--- src/design/rleenc_pkg.sv ---
// Shared constants and types of the run-length escape encoder.
`default_nettype none
package rleenc_pkg;

    localparam int unsigned BYTE_W  = 8;
    localparam int unsigned LEVEL_W = 4;

    localparam logic [LEVEL_W-1:0] LEVEL_RESET = 4'd6;
    localparam logic [LEVEL_W-1:0] LEVEL_OFF   = 4'd0;

    localparam logic [BYTE_W-1:0] RUN_MARK = 8'd255;
    localparam logic [BYTE_W-1:0] RUN_CAP  = 8'd255;
    localparam logic [BYTE_W-1:0] RUN_MIN  = 8'd4;
    localparam logic [BYTE_W-1:0] ESC_LEN  = 8'd1;

    localparam int unsigned QDEPTH = 4;
    localparam int unsigned QPTR_W = 2;
    localparam int unsigned QCNT_W = 3;

    // byte position inside a three-byte group
    localparam logic [1:0] POS_MARK = 2'd0;
    localparam logic [1:0] POS_LEN  = 2'd1;
    localparam logic [1:0] POS_VAL  = 2'd2;

    typedef struct packed {
        logic [BYTE_W-1:0] value;
        logic [BYTE_W-1:0] length;
        logic              last;
    } cmd_t;

    typedef struct packed {
        logic a_valid;
        cmd_t a;
        logic b_valid;
        cmd_t b;
    } push_t;

    typedef struct packed {
        logic valid;
        cmd_t cmd;
    } head_t;

    typedef struct packed {
        logic              room;
        logic [QCNT_W-1:0] count;
    } q_stat_t;

    typedef struct packed {
        logic run_open;
    } front_stat_t;

endpackage
`default_nettype wire

--- src/design/rleenc_if.sv ---
// Handshake channels of the encoder: input bytes, encoded bytes, level writes.
`default_nettype none
interface rleenc_in_if;
    import rleenc_pkg::*;
    logic              valid;
    logic              ready;
    logic [BYTE_W-1:0] data_byte;
    logic              last_byte;
    modport source(output valid, output data_byte, output last_byte, input ready);
    modport sink(input valid, input data_byte, input last_byte, output ready);
endinterface

interface rleenc_out_if;
    import rleenc_pkg::*;
    logic              valid;
    logic              ready;
    logic [BYTE_W-1:0] out_byte;
    logic              out_last;
    modport source(output valid, output out_byte, output out_last, input ready);
    modport sink(input valid, input out_byte, input out_last, output ready);
endinterface

interface rleenc_cfg_if;
    import rleenc_pkg::*;
    logic               valid;
    logic               ready;
    logic [LEVEL_W-1:0] level;
    modport source(output valid, output level, input ready);
    modport sink(input valid, input level, output ready);
endinterface
`default_nettype wire

--- src/design/rleenc_front.sv ---
// Front end: holds the current run and turns each input word into flush commands.
`default_nettype none
module rleenc_front (
    input  logic                     clk,
    input  logic                     rst_n,
    rleenc_in_if.sink                src,
    rleenc_cfg_if.sink               cfg,
    input  rleenc_pkg::q_stat_t      q_stat,
    output rleenc_pkg::push_t        push,
    output rleenc_pkg::front_stat_t  stat
);
    import rleenc_pkg::*;

    logic [LEVEL_W-1:0] level_reg;
    logic               run_open_reg, run_open_next;
    logic [BYTE_W-1:0]  run_value_reg, run_value_next;
    logic [BYTE_W-1:0]  run_length_reg, run_length_next;

    logic              accept;
    logic              same;
    logic              a_flush;
    logic              b_flush;
    logic [BYTE_W-1:0] new_len;

    assign src.ready = q_stat.room;
    assign cfg.ready = 1'b1;
    assign accept    = src.valid & q_stat.room;
    assign stat.run_open = run_open_reg;

    always_comb
    begin
        same = run_open_reg && (run_value_reg == src.data_byte);
        if (level_reg == LEVEL_OFF)
        begin
            a_flush = run_open_reg;
            new_len = ESC_LEN;
            b_flush = 1'b1;
        end
        else
        begin
            a_flush = run_open_reg && !same;
            new_len = same ? (run_length_reg + 8'd1) : 8'd1;
            b_flush = (new_len == RUN_CAP) || src.last_byte;
        end

        push.a_valid  = accept & a_flush;
        push.a.value  = run_value_reg;
        push.a.length = run_length_reg;
        push.a.last   = 1'b0;
        push.b_valid  = accept & b_flush;
        push.b.value  = src.data_byte;
        push.b.length = new_len;
        push.b.last   = src.last_byte;

        run_open_next   = run_open_reg;
        run_value_next  = run_value_reg;
        run_length_next = run_length_reg;
        if (accept)
        begin
            run_value_next = src.data_byte;
            if (b_flush)
            begin
                run_open_next   = 1'b0;
                run_length_next = '0;
            end
            else
            begin
                run_open_next   = 1'b1;
                run_length_next = new_len;
            end
        end
    end

    always_ff @(posedge clk or negedge rst_n)
    begin
        if (!rst_n)
        begin
            level_reg      <= LEVEL_RESET;
            run_open_reg   <= 1'b0;
            run_value_reg  <= '0;
            run_length_reg <= '0;
        end
        else
        begin
            if (cfg.valid && cfg.ready)
            begin
                level_reg <= cfg.level;
            end
            run_open_reg   <= run_open_next;
            run_value_reg  <= run_value_next;
            run_length_reg <= run_length_next;
        end
    end

endmodule
`default_nettype wire

--- src/design/rleenc_queue.sv ---
// Command queue: up to two pushes and one pop per cycle.
`default_nettype none
module rleenc_queue (
    input  logic                 clk,
    input  logic                 rst_n,
    input  rleenc_pkg::push_t    push,
    input  logic                 pop,
    output rleenc_pkg::head_t    head,
    output rleenc_pkg::q_stat_t  stat
);
    import rleenc_pkg::*;

    cmd_t              q_reg [QDEPTH];
    logic [QPTR_W-1:0] wr_ptr_reg, wr_ptr_next;
    logic [QPTR_W-1:0] rd_ptr_reg, rd_ptr_next;
    logic [QCNT_W-1:0] count_reg, count_next;
    logic [QPTR_W-1:0] b_ptr;
    logic [QCNT_W-1:0] n_push;

    assign b_ptr  = push.a_valid ? (wr_ptr_reg + 2'd1) : wr_ptr_reg;
    assign n_push = QCNT_W'(push.a_valid) + QCNT_W'(push.b_valid);

    always_comb
    begin
        wr_ptr_next = wr_ptr_reg + n_push[QPTR_W-1:0];
        rd_ptr_next = pop ? (rd_ptr_reg + 2'd1) : rd_ptr_reg;
        count_next  = count_reg + n_push - QCNT_W'(pop);
    end

    assign head.valid = (count_reg != '0);
    assign head.cmd   = q_reg[rd_ptr_reg];
    assign stat.room  = (count_reg <= QCNT_W'(QDEPTH - 2));
    assign stat.count = count_reg;

    always_ff @(posedge clk)
    begin
        if (push.a_valid)
        begin
            q_reg[wr_ptr_reg] <= push.a;
        end
        if (push.b_valid)
        begin
            q_reg[b_ptr] <= push.b;
        end
    end

    always_ff @(posedge clk or negedge rst_n)
    begin
        if (!rst_n)
        begin
            wr_ptr_reg <= '0;
            rd_ptr_reg <= '0;
            count_reg  <= '0;
        end
        else
        begin
            wr_ptr_reg <= wr_ptr_next;
            rd_ptr_reg <= rd_ptr_next;
            count_reg  <= count_next;
        end
    end

endmodule
`default_nettype wire

--- src/design/rleenc_back.sv ---
// Back end: expands each command into run tokens or literals, one byte a cycle while dst accepts.
`default_nettype none
module rleenc_back (
    input  logic               clk,
    input  logic               rst_n,
    input  rleenc_pkg::head_t  head,
    output logic               pop,
    rleenc_out_if.source       dst
);
    import rleenc_pkg::*;

    logic              cmd_valid_reg, cmd_valid_next;
    cmd_t              cmd_reg;
    logic [1:0]        pos_reg, pos_next;
    logic [1:0]        rem_reg, rem_next;
    logic              out_valid_reg, out_valid_next;
    logic [BYTE_W-1:0] out_byte_reg;
    logic              out_last_reg;

    logic              step;
    logic              is_tok;
    logic              grp3;
    logic              grp_end;
    logic              cmd_end;
    logic [BYTE_W-1:0] cur_byte;

    assign dst.valid    = out_valid_reg;
    assign dst.out_byte = out_byte_reg;
    assign dst.out_last = out_last_reg;

    always_comb
    begin
        step    = cmd_valid_reg && (!out_valid_reg || dst.ready);
        is_tok  = cmd_reg.length >= RUN_MIN;
        grp3    = is_tok || (cmd_reg.value == RUN_MARK);
        case (pos_reg)
            POS_MARK: cur_byte = grp3 ? RUN_MARK : cmd_reg.value;
            POS_LEN:  cur_byte = is_tok ? cmd_reg.length : ESC_LEN;
            default:  cur_byte = cmd_reg.value;
        endcase
        grp_end = !grp3 || (pos_reg == POS_VAL);
        cmd_end = grp_end && (rem_reg == 2'd1);
        pop     = head.valid && (!cmd_valid_reg || (step && cmd_end));

        cmd_valid_next = cmd_valid_reg;
        pos_next       = pos_reg;
        rem_next       = rem_reg;
        if (pop)
        begin
            cmd_valid_next = 1'b1;
            pos_next       = POS_MARK;
            rem_next       = (head.cmd.length >= RUN_MIN) ? 2'd1 : head.cmd.length[1:0];
        end
        else if (step && cmd_end)
        begin
            cmd_valid_next = 1'b0;
        end
        else if (step)
        begin
            if (grp_end)
            begin
                pos_next = POS_MARK;
                rem_next = rem_reg - 2'd1;
            end
            else
            begin
                pos_next = pos_reg + 2'd1;
            end
        end

        if (step)
        begin
            out_valid_next = 1'b1;
        end
        else if (dst.ready)
        begin
            out_valid_next = 1'b0;
        end
        else
        begin
            out_valid_next = out_valid_reg;
        end
    end

    always_ff @(posedge clk)
    begin
        if (pop)
        begin
            cmd_reg <= head.cmd;
        end
        if (step)
        begin
            out_byte_reg <= cur_byte;
            out_last_reg <= cmd_reg.last && cmd_end;
        end
    end

    always_ff @(posedge clk or negedge rst_n)
    begin
        if (!rst_n)
        begin
            cmd_valid_reg <= 1'b0;
            pos_reg       <= POS_MARK;
            rem_reg       <= '0;
            out_valid_reg <= 1'b0;
        end
        else
        begin
            cmd_valid_reg <= cmd_valid_next;
            pos_reg       <= pos_next;
            rem_reg       <= rem_next;
            out_valid_reg <= out_valid_next;
        end
    end

endmodule
`default_nettype wire

--- src/design/rle_escape_byte_encoder.sv ---
// Top level of the run-length encoder with escape byte.
//
//  channel  dir  payload                  moves
//  cfg      in   level[3:0]               one level write per word
//  src      in   data_byte[7:0],last_byte one message byte per word
//  dst      out  out_byte[7:0],out_last   one encoded byte per word
//
// src takes a word every cycle while the command queue has two free slots.
// dst gives one byte a cycle while commands wait and dst is ready; a run token or an escaped 255 is three bytes.
// A byte passes the queue, the back end's command register and its output register before it reaches dst.
// Reset: level 6, no run held, queue and output empty; no clearing pass.
// Stalls on dst back up into the 4-entry queue, then hold src.
`default_nettype none
module rle_escape_byte_encoder (
    input  logic          clk,
    input  logic          rst_n,
    rleenc_cfg_if.sink    cfg,
    rleenc_in_if.sink     src,
    rleenc_out_if.source  dst
);
    import rleenc_pkg::*;

    push_t       push;
    head_t       head;
    q_stat_t     q_stat;
    front_stat_t front_stat;
    logic        pop;

    rleenc_front u_front (
        .clk    (clk),
        .rst_n  (rst_n),
        .src    (src),
        .cfg    (cfg),
        .q_stat (q_stat),
        .push   (push),
        .stat   (front_stat)
    );

    rleenc_queue u_queue (
        .clk   (clk),
        .rst_n (rst_n),
        .push  (push),
        .pop   (pop),
        .head  (head),
        .stat  (q_stat)
    );

    rleenc_back u_back (
        .clk   (clk),
        .rst_n (rst_n),
        .head  (head),
        .pop   (pop),
        .dst   (dst)
    );

    a_no_pop_empty: assert property (@(posedge clk) disable iff (!rst_n)
        pop |-> head.valid)
        else $error("pop from empty command queue");

    a_queue_bound: assert property (@(posedge clk) disable iff (!rst_n)
        q_stat.count <= QCNT_W'(QDEPTH))
        else $error("command queue overflow");

    a_last_closes_run: assert property (@(posedge clk) disable iff (!rst_n)
        (src.valid && src.ready && src.last_byte) |=> !front_stat.run_open)
        else $error("run still held after last byte");

    a_last_flushes: assert property (@(posedge clk) disable iff (!rst_n)
        (src.valid && src.ready && src.last_byte) |-> (push.b_valid && push.b.last))
        else $error("last byte produced no final command");

endmodule
`default_nettype wire
--- src/flat_wrapper.sv ---
// flat-port wrapper written by rule: the top's interface ports become plain ports
module rle_escape_byte_encoder_flat import rleenc_pkg::*;
  (clk, rst_n, cfg_valid, cfg_level, cfg_ready, src_valid, src_data_byte, src_last_byte, src_ready, dst_valid, dst_out_byte, dst_out_last, dst_ready);
  rleenc_cfg_if cfg_i ();
  rleenc_in_if src_i ();
  rleenc_out_if dst_i ();
  input  logic clk;
  input  logic rst_n;
  input wire logic [$bits(cfg_i.valid)-1:0] cfg_valid;
  input wire logic [$bits(cfg_i.level)-1:0] cfg_level;
  output wire logic [$bits(cfg_i.ready)-1:0] cfg_ready;
  input wire logic [$bits(src_i.valid)-1:0] src_valid;
  input wire logic [$bits(src_i.data_byte)-1:0] src_data_byte;
  input wire logic [$bits(src_i.last_byte)-1:0] src_last_byte;
  output wire logic [$bits(src_i.ready)-1:0] src_ready;
  output wire logic [$bits(dst_i.valid)-1:0] dst_valid;
  output wire logic [$bits(dst_i.out_byte)-1:0] dst_out_byte;
  output wire logic [$bits(dst_i.out_last)-1:0] dst_out_last;
  input wire logic [$bits(dst_i.ready)-1:0] dst_ready;
  assign cfg_i.valid = cfg_valid;
  assign cfg_i.level = cfg_level;
  assign cfg_ready = cfg_i.ready;
  assign src_i.valid = src_valid;
  assign src_i.data_byte = src_data_byte;
  assign src_i.last_byte = src_last_byte;
  assign src_ready = src_i.ready;
  assign dst_valid = dst_i.valid;
  assign dst_out_byte = dst_i.out_byte;
  assign dst_out_last = dst_i.out_last;
  assign dst_i.ready = dst_ready;
  rle_escape_byte_encoder u_core (.clk(clk), .rst_n(rst_n), .cfg(cfg_i), .src(src_i), .dst(dst_i));
endmodule
--- config.mk ---
export PLATFORM = sky130hd
export DESIGN_NAME = rle_escape_byte_encoder_flat
export DESIGN_NICKNAME = d
export VERILOG_FILES = /design/src/design/rleenc_pkg.sv /design/src/design/rleenc_if.sv /design/src/design/rleenc_front.sv /design/src/design/rleenc_queue.sv /design/src/design/rleenc_back.sv /design/src/design/rle_escape_byte_encoder.sv /design/src/flat_wrapper.sv
export SDC_FILE = /design/constraint.sdc
export NUM_CORES = 1
export LEC_CHECK = 0
export ABC_AREA = 1
export CAP_MARGIN = 25
export CORE_MARGIN = 3
export CORE_UTILIZATION = 30
export DETAILED_ROUTE_END_ITERATION = 12
export DONT_BUFFER_PORTS = 1
export GPL_TIMING_DRIVEN = 0
export PLACE_DENSITY = 0.5
export SLEW_MARGIN = 20
export SYNTH_ARGS = -nofsm -noshare
export SYNTH_HDL_FRONTEND = slang
export SYNTH_SLANG_ARGS = --single-unit
--- constraint.sdc ---
create_clock -name clk -period 3.4 [get_ports clk]
set_input_delay 0.68 -clock clk [delete_from_list [all_inputs] [get_ports clk]]
set_output_delay 0.68 -clock clk [all_outputs]
set_load 0.01 [all_outputs]
# [Word level (Yosys, flattened, before mapping)]
# Memory sizes are Yosys's and may differ from the RTL's.
# Index checks and enable logic that the tools add are counted.
[classes] shifts=0 eq_ne=7 addsub=9 n_reduce_logical=25 magnitude_cmp=3 n_bitwise=3 mul=0 div_mod_pow=0 muxes=27
[ops] operator="8-bit 2-to-1 mux" count=5
[ops] operator="2-bit 2-to-1 mux" count=10
[ops] operator="8-bit == test (second input constant)" count=2
[ops] operator="8-bit by 3-bit greater-or-equal comparator with 1-bit output (second input constant)" count=2
[ops] operator="8-bit one-hot mux with 2 select lines" count=1
[ops] operator="1-bit 2-to-1 mux" count=11
[ops] operator="8-bit by 1-bit adder with 8-bit output (second input constant)" count=1
[ops] operator="8-bit == test" count=1
[ops] operator="2-bit nonzero test" count=4
[ops] operator="1-bit logical AND" count=7
[ops] operator="2-bit by 1-bit adder with 2-bit output (second input constant)" count=3
[ops] operator="1-bit logical OR" count=5
[ops] operator="2-bit by 1-bit == test with 1-bit output (second input constant)" count=2
[ops] operator="1-bit zero test" count=4
[ops] operator="4-bit zero test" count=1
[ops] operator="3-bit by 2-bit adder with 3-bit output" count=1
[ops] operator="1-bit bitwise AND" count=3
[ops] operator="3-bit by 2-bit less-or-equal comparator with 1-bit output (second input constant)" count=1
[ops] operator="3-bit AND reduction" count=1
[ops] operator="3-bit nonzero test" count=1
[ops] operator="3-bit by 1-bit subtractor with 3-bit output" count=1
[ops] operator="1-bit by 1-bit adder with 2-bit output" count=1
[ops] operator="2-bit adder" count=1
[ops] operator="2-bit == test (second input constant)" count=1
[ops] operator="4 further kinds" count=4
[totals] regBits=60 romBits=0 latch_bits=0 memories=1 mem_bits_rw=68 input_bits=18
[memory_table] name="u_core.u_queue.q_reg" words=4 width=17 read_ports=1 rd_clocked_by_memory_dff=0 wr=2 line_no="rleenc_queue.sv:13" rtl="cmd_t q_reg [QDEPTH];"

# [Logic depth before layout (Yosys ltp)]
[logic_depth] depth_word=10 mapped_depth=17

# [By module]
# A second synthesis with hierarchy kept.
[unflattened] hier_cells=802 hier_area_um2=7141.8
[by_module_without_submodules] module="rleenc_queue" cells_per_inst=454 seq_area_each_um2=2217.1 n_inst=1 area_per_inst_um2=4182.8
[by_module_without_submodules] module="rleenc_front" cells_per_inst=225 seq_area_each_um2=528.0 n_inst=1 area_per_inst_um2=1550.2
[by_module_without_submodules] module="rleenc_back" cells_per_inst=123 seq_area_each_um2=930.9 n_inst=1 area_per_inst_um2=1408.9

# [Least setup slack after synthesis]
# OpenSTA, ideal clock, no wires.
[synth_path] path_type="input -> register" start="input port dst_ready" end="register u_core.u_queue.count_reg[1]" t_arrival_ps=3206 required_ps=3265 path_buffers=0 path_stages=10 slack_ps=59 path_cell_list="inv_1 -> nand2_1 -> nand2_1 -> inv_1 -> nand3_1 -> a21oi_1 -> ha_1 -> inv_1 -> ha_1 -> fa_1"
[synth_via] elab_chain_len=6
[synth_rtl] item="start, declared" line_no="flat_wrapper.sv:19" rtl="input wire logic [$bits(dst_i.ready)-1:0] dst_ready;"
[synth_rtl] item="1-bit logical OR" line_no="rleenc_back.sv:33" rtl="step = cmd_valid_reg && (!out_valid_reg || dst.ready);"
[synth_rtl] item="1-bit logical AND" line_no="rleenc_back.sv:33"
[synth_rtl] item="1-bit logical AND" line_no="rleenc_back.sv:43" rtl="pop = head.valid && (!cmd_valid_reg || (step && cmd_end));"
[synth_rtl] item="1-bit logical OR" line_no="rleenc_back.sv:43"
[synth_rtl] item="1-bit logical AND" line_no="rleenc_back.sv:43"
[synth_rtl] item="net u_core.pop" line_no="rle_escape_byte_encoder.sv:27" rtl="logic pop;"
[synth_rtl] item="3-bit by 1-bit subtractor with 3-bit output" line_no="rleenc_queue.sv:27" rtl="count_next = count_reg + n_push - QCNT_W'(pop);"
[synth_rtl] item="net u_core.u_queue.count_next[1]" line_no="rleenc_queue.sv:16" rtl="logic [QCNT_W-1:0] count_reg, count_next;"
[synth_rtl] item="end signal, assigned" line_no="rleenc_queue.sv:59" rtl="count_reg <= count_next;"
[synth_rtl] item="end, declared" line_no="rleenc_queue.sv:16"
# The timed path passes the listed nets, and every way through them passes these cells.
# A chain may end at the register's enable or synchronous reset.

==> parameters.txt <==
Parameter                              Value

Clock network
  Clk buf depth ... 2
  Number of clock buffers inserted by TritonCTS ... 17
  Clock-pin slew reported for the worst setup and hold paths after clock tree synthesis ... 0.07 ns
  Clock latency of the later-clocked register in the worst-skew pair ... 0.42 ns
  Sink count of the clock tree ... 128
  CTS Root Buffer Type ... sky130_fd_sc_hd__clkbuf_16
  TritonCTS clock tree ... yes
  Setup bufs post-CTS ... 0
  Number of H-tree levels ... 4

Setup path
  Reg-to-Reg End ... u_core.u_queue.q_reg[2][15]
  Sort of element at the start of the critical path ... flip-flop
  Reg-to-reg critical path startpoint ... u_core.u_queue.count_reg[0]
  Register-to-Register Path Depth ... 10
  Arrival time at the worst endpoint ... 3.17 ns
  Flop2flop setup slack ... 0.26 ns
  Critical path class ... reg2reg
  Largest fanout on the critical path ... 17
  Data required time of the worst path ... 3.44 ns
  Critical path capture point type ... flip-flop

Run status
  Run status ... finished, final reports clean

Timing
  Sum Neg Setup Slack ... 0 ns
  Achievable Freq ... 318.5 MHz
  Shortest period the worst path allows ... 3.139 ns
  Relative slew slack ... 39.61%
  Final Slew Violations ... 0
  Final hold violations ... 0
  Min Hold Slack ... 0.08338 ns
  RSZ-0062 raised after global routing ... false
  Transition time at the pin with the least slew margin ... 0.9036 ns
  Clock skew after layout ... 0.01663 ns
  Period Utilization, post-route ... 92.33%
  Final setup violation count ... 0

Placed design
  Half-perimeter wire length after detailed placement ... 12.96 mm
  Total of buffers placed on input and output ports ... 0
  Global placement routability congestion ... 0.8390

Global routing
  Via count of the first global-routing pass ... 5031
  Number of antenna violations at the first check in global routing ... 0
  Remaining Overflow, GRT ... 0
  First-pass GRT wire length ... 28.04 mm
  Total track usage ... 14.88%
  Maximum number of pins on one net before global-route repair ... 33

Synthesis
  Summed instance area of the synthesized netlist ... 0.006897 sq mm
  Post-Synthesis Net Count ... 792
  Register area share after synthesis ... 53.30%
  Number of warnings issued by yosys ... 0
  Synth area leaders ... sky130_fd_sc_hd__edfxtp_1 41%, sky130_fd_sc_hd__nand2_1 14%, sky130_fd_sc_hd__dfrtp_1 12%
  Number of synthesized register bits ... 128
  Post-synth cell types ... 38
  Top cells by count, synth ... 263 x sky130_fd_sc_hd__nand2_1, 94 x sky130_fd_sc_hd__edfxtp_1, 69 x sky130_fd_sc_hd__nand4_1
  Async set or reset register ratio after synthesis ... 26.56%
  Leading area contributor after synthesis ... sky130_fd_sc_hd__edfxtp_1
  Top cell type's share of synthesized area ... 40.93%
  Post-synthesis average cell area ... 9.086 sq um
  Commonest register cell after synthesis ... sky130_fd_sc_hd__edfxtp_1
  EDFF count, synth ... 94
  Most numerous cell in the Yosys netlist ... sky130_fd_sc_hd__nand2_1
  Number of instances in the synthesized netlist ... 759

Finish
  Number of nets in the layout ... 812
  Flip-flop count of the largest register, all copies and words added ... 68
  FF/Latch Area ... 0.003676 sq mm
  Signed area change from the synthesized netlist to the final layout ... 14.53%
  Area occupied by multi-input gates ... 0.002743 sq mm
  # fillers ... 2232
  Proportion of layout cells with a drive suffix above 1 ... 10.61%
  N_diodes ... 0

Detailed routing
  Iteration count of the initial detailed-routing pass ... 5
  Average via count per standard cell ... 4.876
  Initial detailed-routing violation count ... 514
  Wire length per cell ... 16.60 microns
  DRC Markers ... 0
  Drt total wl ... 17.79 mm
  Antenna violation net count after detailed routing ... 0
  Routed via count ... 5227

Pwr
  Leakage component of the power ... 3.337 nW
  Power density cells ... 849.2 mW/mm^2
  Worst supply voltage drop on vdd ... 302.3 uV

Floorplan
  Floorplan die area ... 0.02484 sq mm
  Site Rows ... 54
  Number of placed I/O pins ... 30
  Core Area ... 0.02223 sq mm
  Height of the chip ... 157.6 microns
  Starting utilization of the core area ... 31.03%
  Width of the die ... 157.6 microns

Worst hold path
  Worst hold-check path type ... in2async

Job
  Max-cap violations ... 0
-- repair_timing --
item / in CTS / in global routing
hold buffers: 1 / 0
gates resized for setup: 0 / 1
hold endpoints to repair: 32 / 0
setup endpoints to repair: 0 / 16
-- worst max-delay path, cell delays in order (launching register included) --
cell                      delay, ns
sky130_fd_sc_hd__dfrtp_1       0.42
sky130_fd_sc_hd__a21oi_2       0.27
sky130_fd_sc_hd__nand2_1       0.17
sky130_fd_sc_hd__nor2_1        0.31
sky130_fd_sc_hd__nand2_2       0.14
sky130_fd_sc_hd__nand2_1       0.09
sky130_fd_sc_hd__nand2_2       0.13
sky130_fd_sc_hd__nor2_8        0.19
sky130_fd_sc_hd__nand3_4       0.16
sky130_fd_sc_hd__buf_6         0.19
sky130_fd_sc_hd__nand2_1       0.66
-- layer usage --
metal	vias up	global-route usage, %	wire length [microns]
met2	156	23.06	7895
met5	-	0	0
met3	23	3.280	976
met1	2437	20.87	8597
li1	2611	-	-
met4	0	4.587	323
-- per-stage QoR --
step	worst slack [ns]	cells	total power, mW	util [%]	cell area (sq um)
2_1_floorplan	0.05892	759	4.104	-	6897
3_3_place_gp	-0.6699	1039	4.767	32.60	7247
3_5_place_dp	0.1742	1039	4.804	32.65	7258
4_1_cts	0.1880	1072	6.756	35.52	7896
5_1_grt	0.02721	1072	7.158	35.53	7899
6_report	0.2606	1072	6.708	35.53	7899
-- kinds of logic after synthesis --
| logic type | Yosys count | share of synthesized area [%] |
|---|---|---|
| and+or+nand+nor | 431 | 29.61 |
| DFF | 128 | 53.30 |
| buffers and inverters | 103 | 7.130 |
| AOI/OAI and AO/OA | 68 | 5.425 |
| adders and majority gates | 15 | 2.830 |
| xor gates and xnor gates | 13 | 1.651 |
| other | 1 | 0.05437 |
-- cell usage in the layout, fill, tap and decap left out, drive strengths merged --
cell | netlist | final
nor4 | 1 | 1
buf | 24 | 25
a21oi | 8 | 8
bufinv | 0 | 4
or2 | 2 | 2
xor2 | 6 | 6
nand2 | 269 | 269
clkinv | 0 | 6
fa | 1 | 1
inv | 63 | 65
edfxtp | 94 | 94
o211ai | 5 | 5
nor2 | 55 | 55
nand3b | 1 | 1
ha | 14 | 14
o21ai | 44 | 44
a32o | 1 | 1
nor3 | 4 | 4
clkbuf | 16 | 34
o22ai | 10 | 10
xnor2 | 7 | 7
nand4 | 69 | 69
conb | 1 | 1
clkinvlp | 0 | 2
dfrtp | 32 | 32
nand3 | 30 | 30
dfstp | 2 | 2
-- worst max-delay path by stage --
| stage | depth (start not counted) | start | endpoint | slack (ns) |
|---|---|---|---|---|
| floorplan | 10 | dst_ready | u_core.u_queue.count_reg[1] | 0.06 |
| global placement | 10 | dst_ready | u_core.u_queue.count_reg[1] | -0.67 |
| detailed placement | 16 | src_data_byte[5] | u_core.u_queue.count_reg[2] | 0.17 |
| CTS | 10 | u_core.u_queue.count_reg[0] | u_core.u_queue.q_reg[0][15] | 0.19 |
| global route | 16 | u_core.u_front.run_length_reg[1] | u_core.u_queue.count_reg[2] | 0.03 |
| finish | 10 | u_core.u_queue.count_reg[0] | u_core.u_queue.q_reg[2][15] | 0.26 |
-- report_power, final --
part           leakage, nW  internal [mW]  switching, mW  total [mW]
Combinational         1.75          0.691           1.65        2.34
Sequential            1.29           2.19          0.247        2.44
Clock                0.298           1.23          0.701        1.93
Total                 3.34           4.11           2.60        6.71
-- cell type report --
class / instances / area share (%)
Timing Repair Buffer: 1 / 0.2534
Multi-Input combinational cell: 528 / 34.72
Inverter: 63 / 2.994
Clock inverter: 14 / 2.392
Sequential cell: 128 / 46.54
Buffer: 40 / 3.231
Clock buffer: 18 / 5.433
Tap cell: 280 / 4.435
No activity file was read; power rests on OpenSTA's default activity.
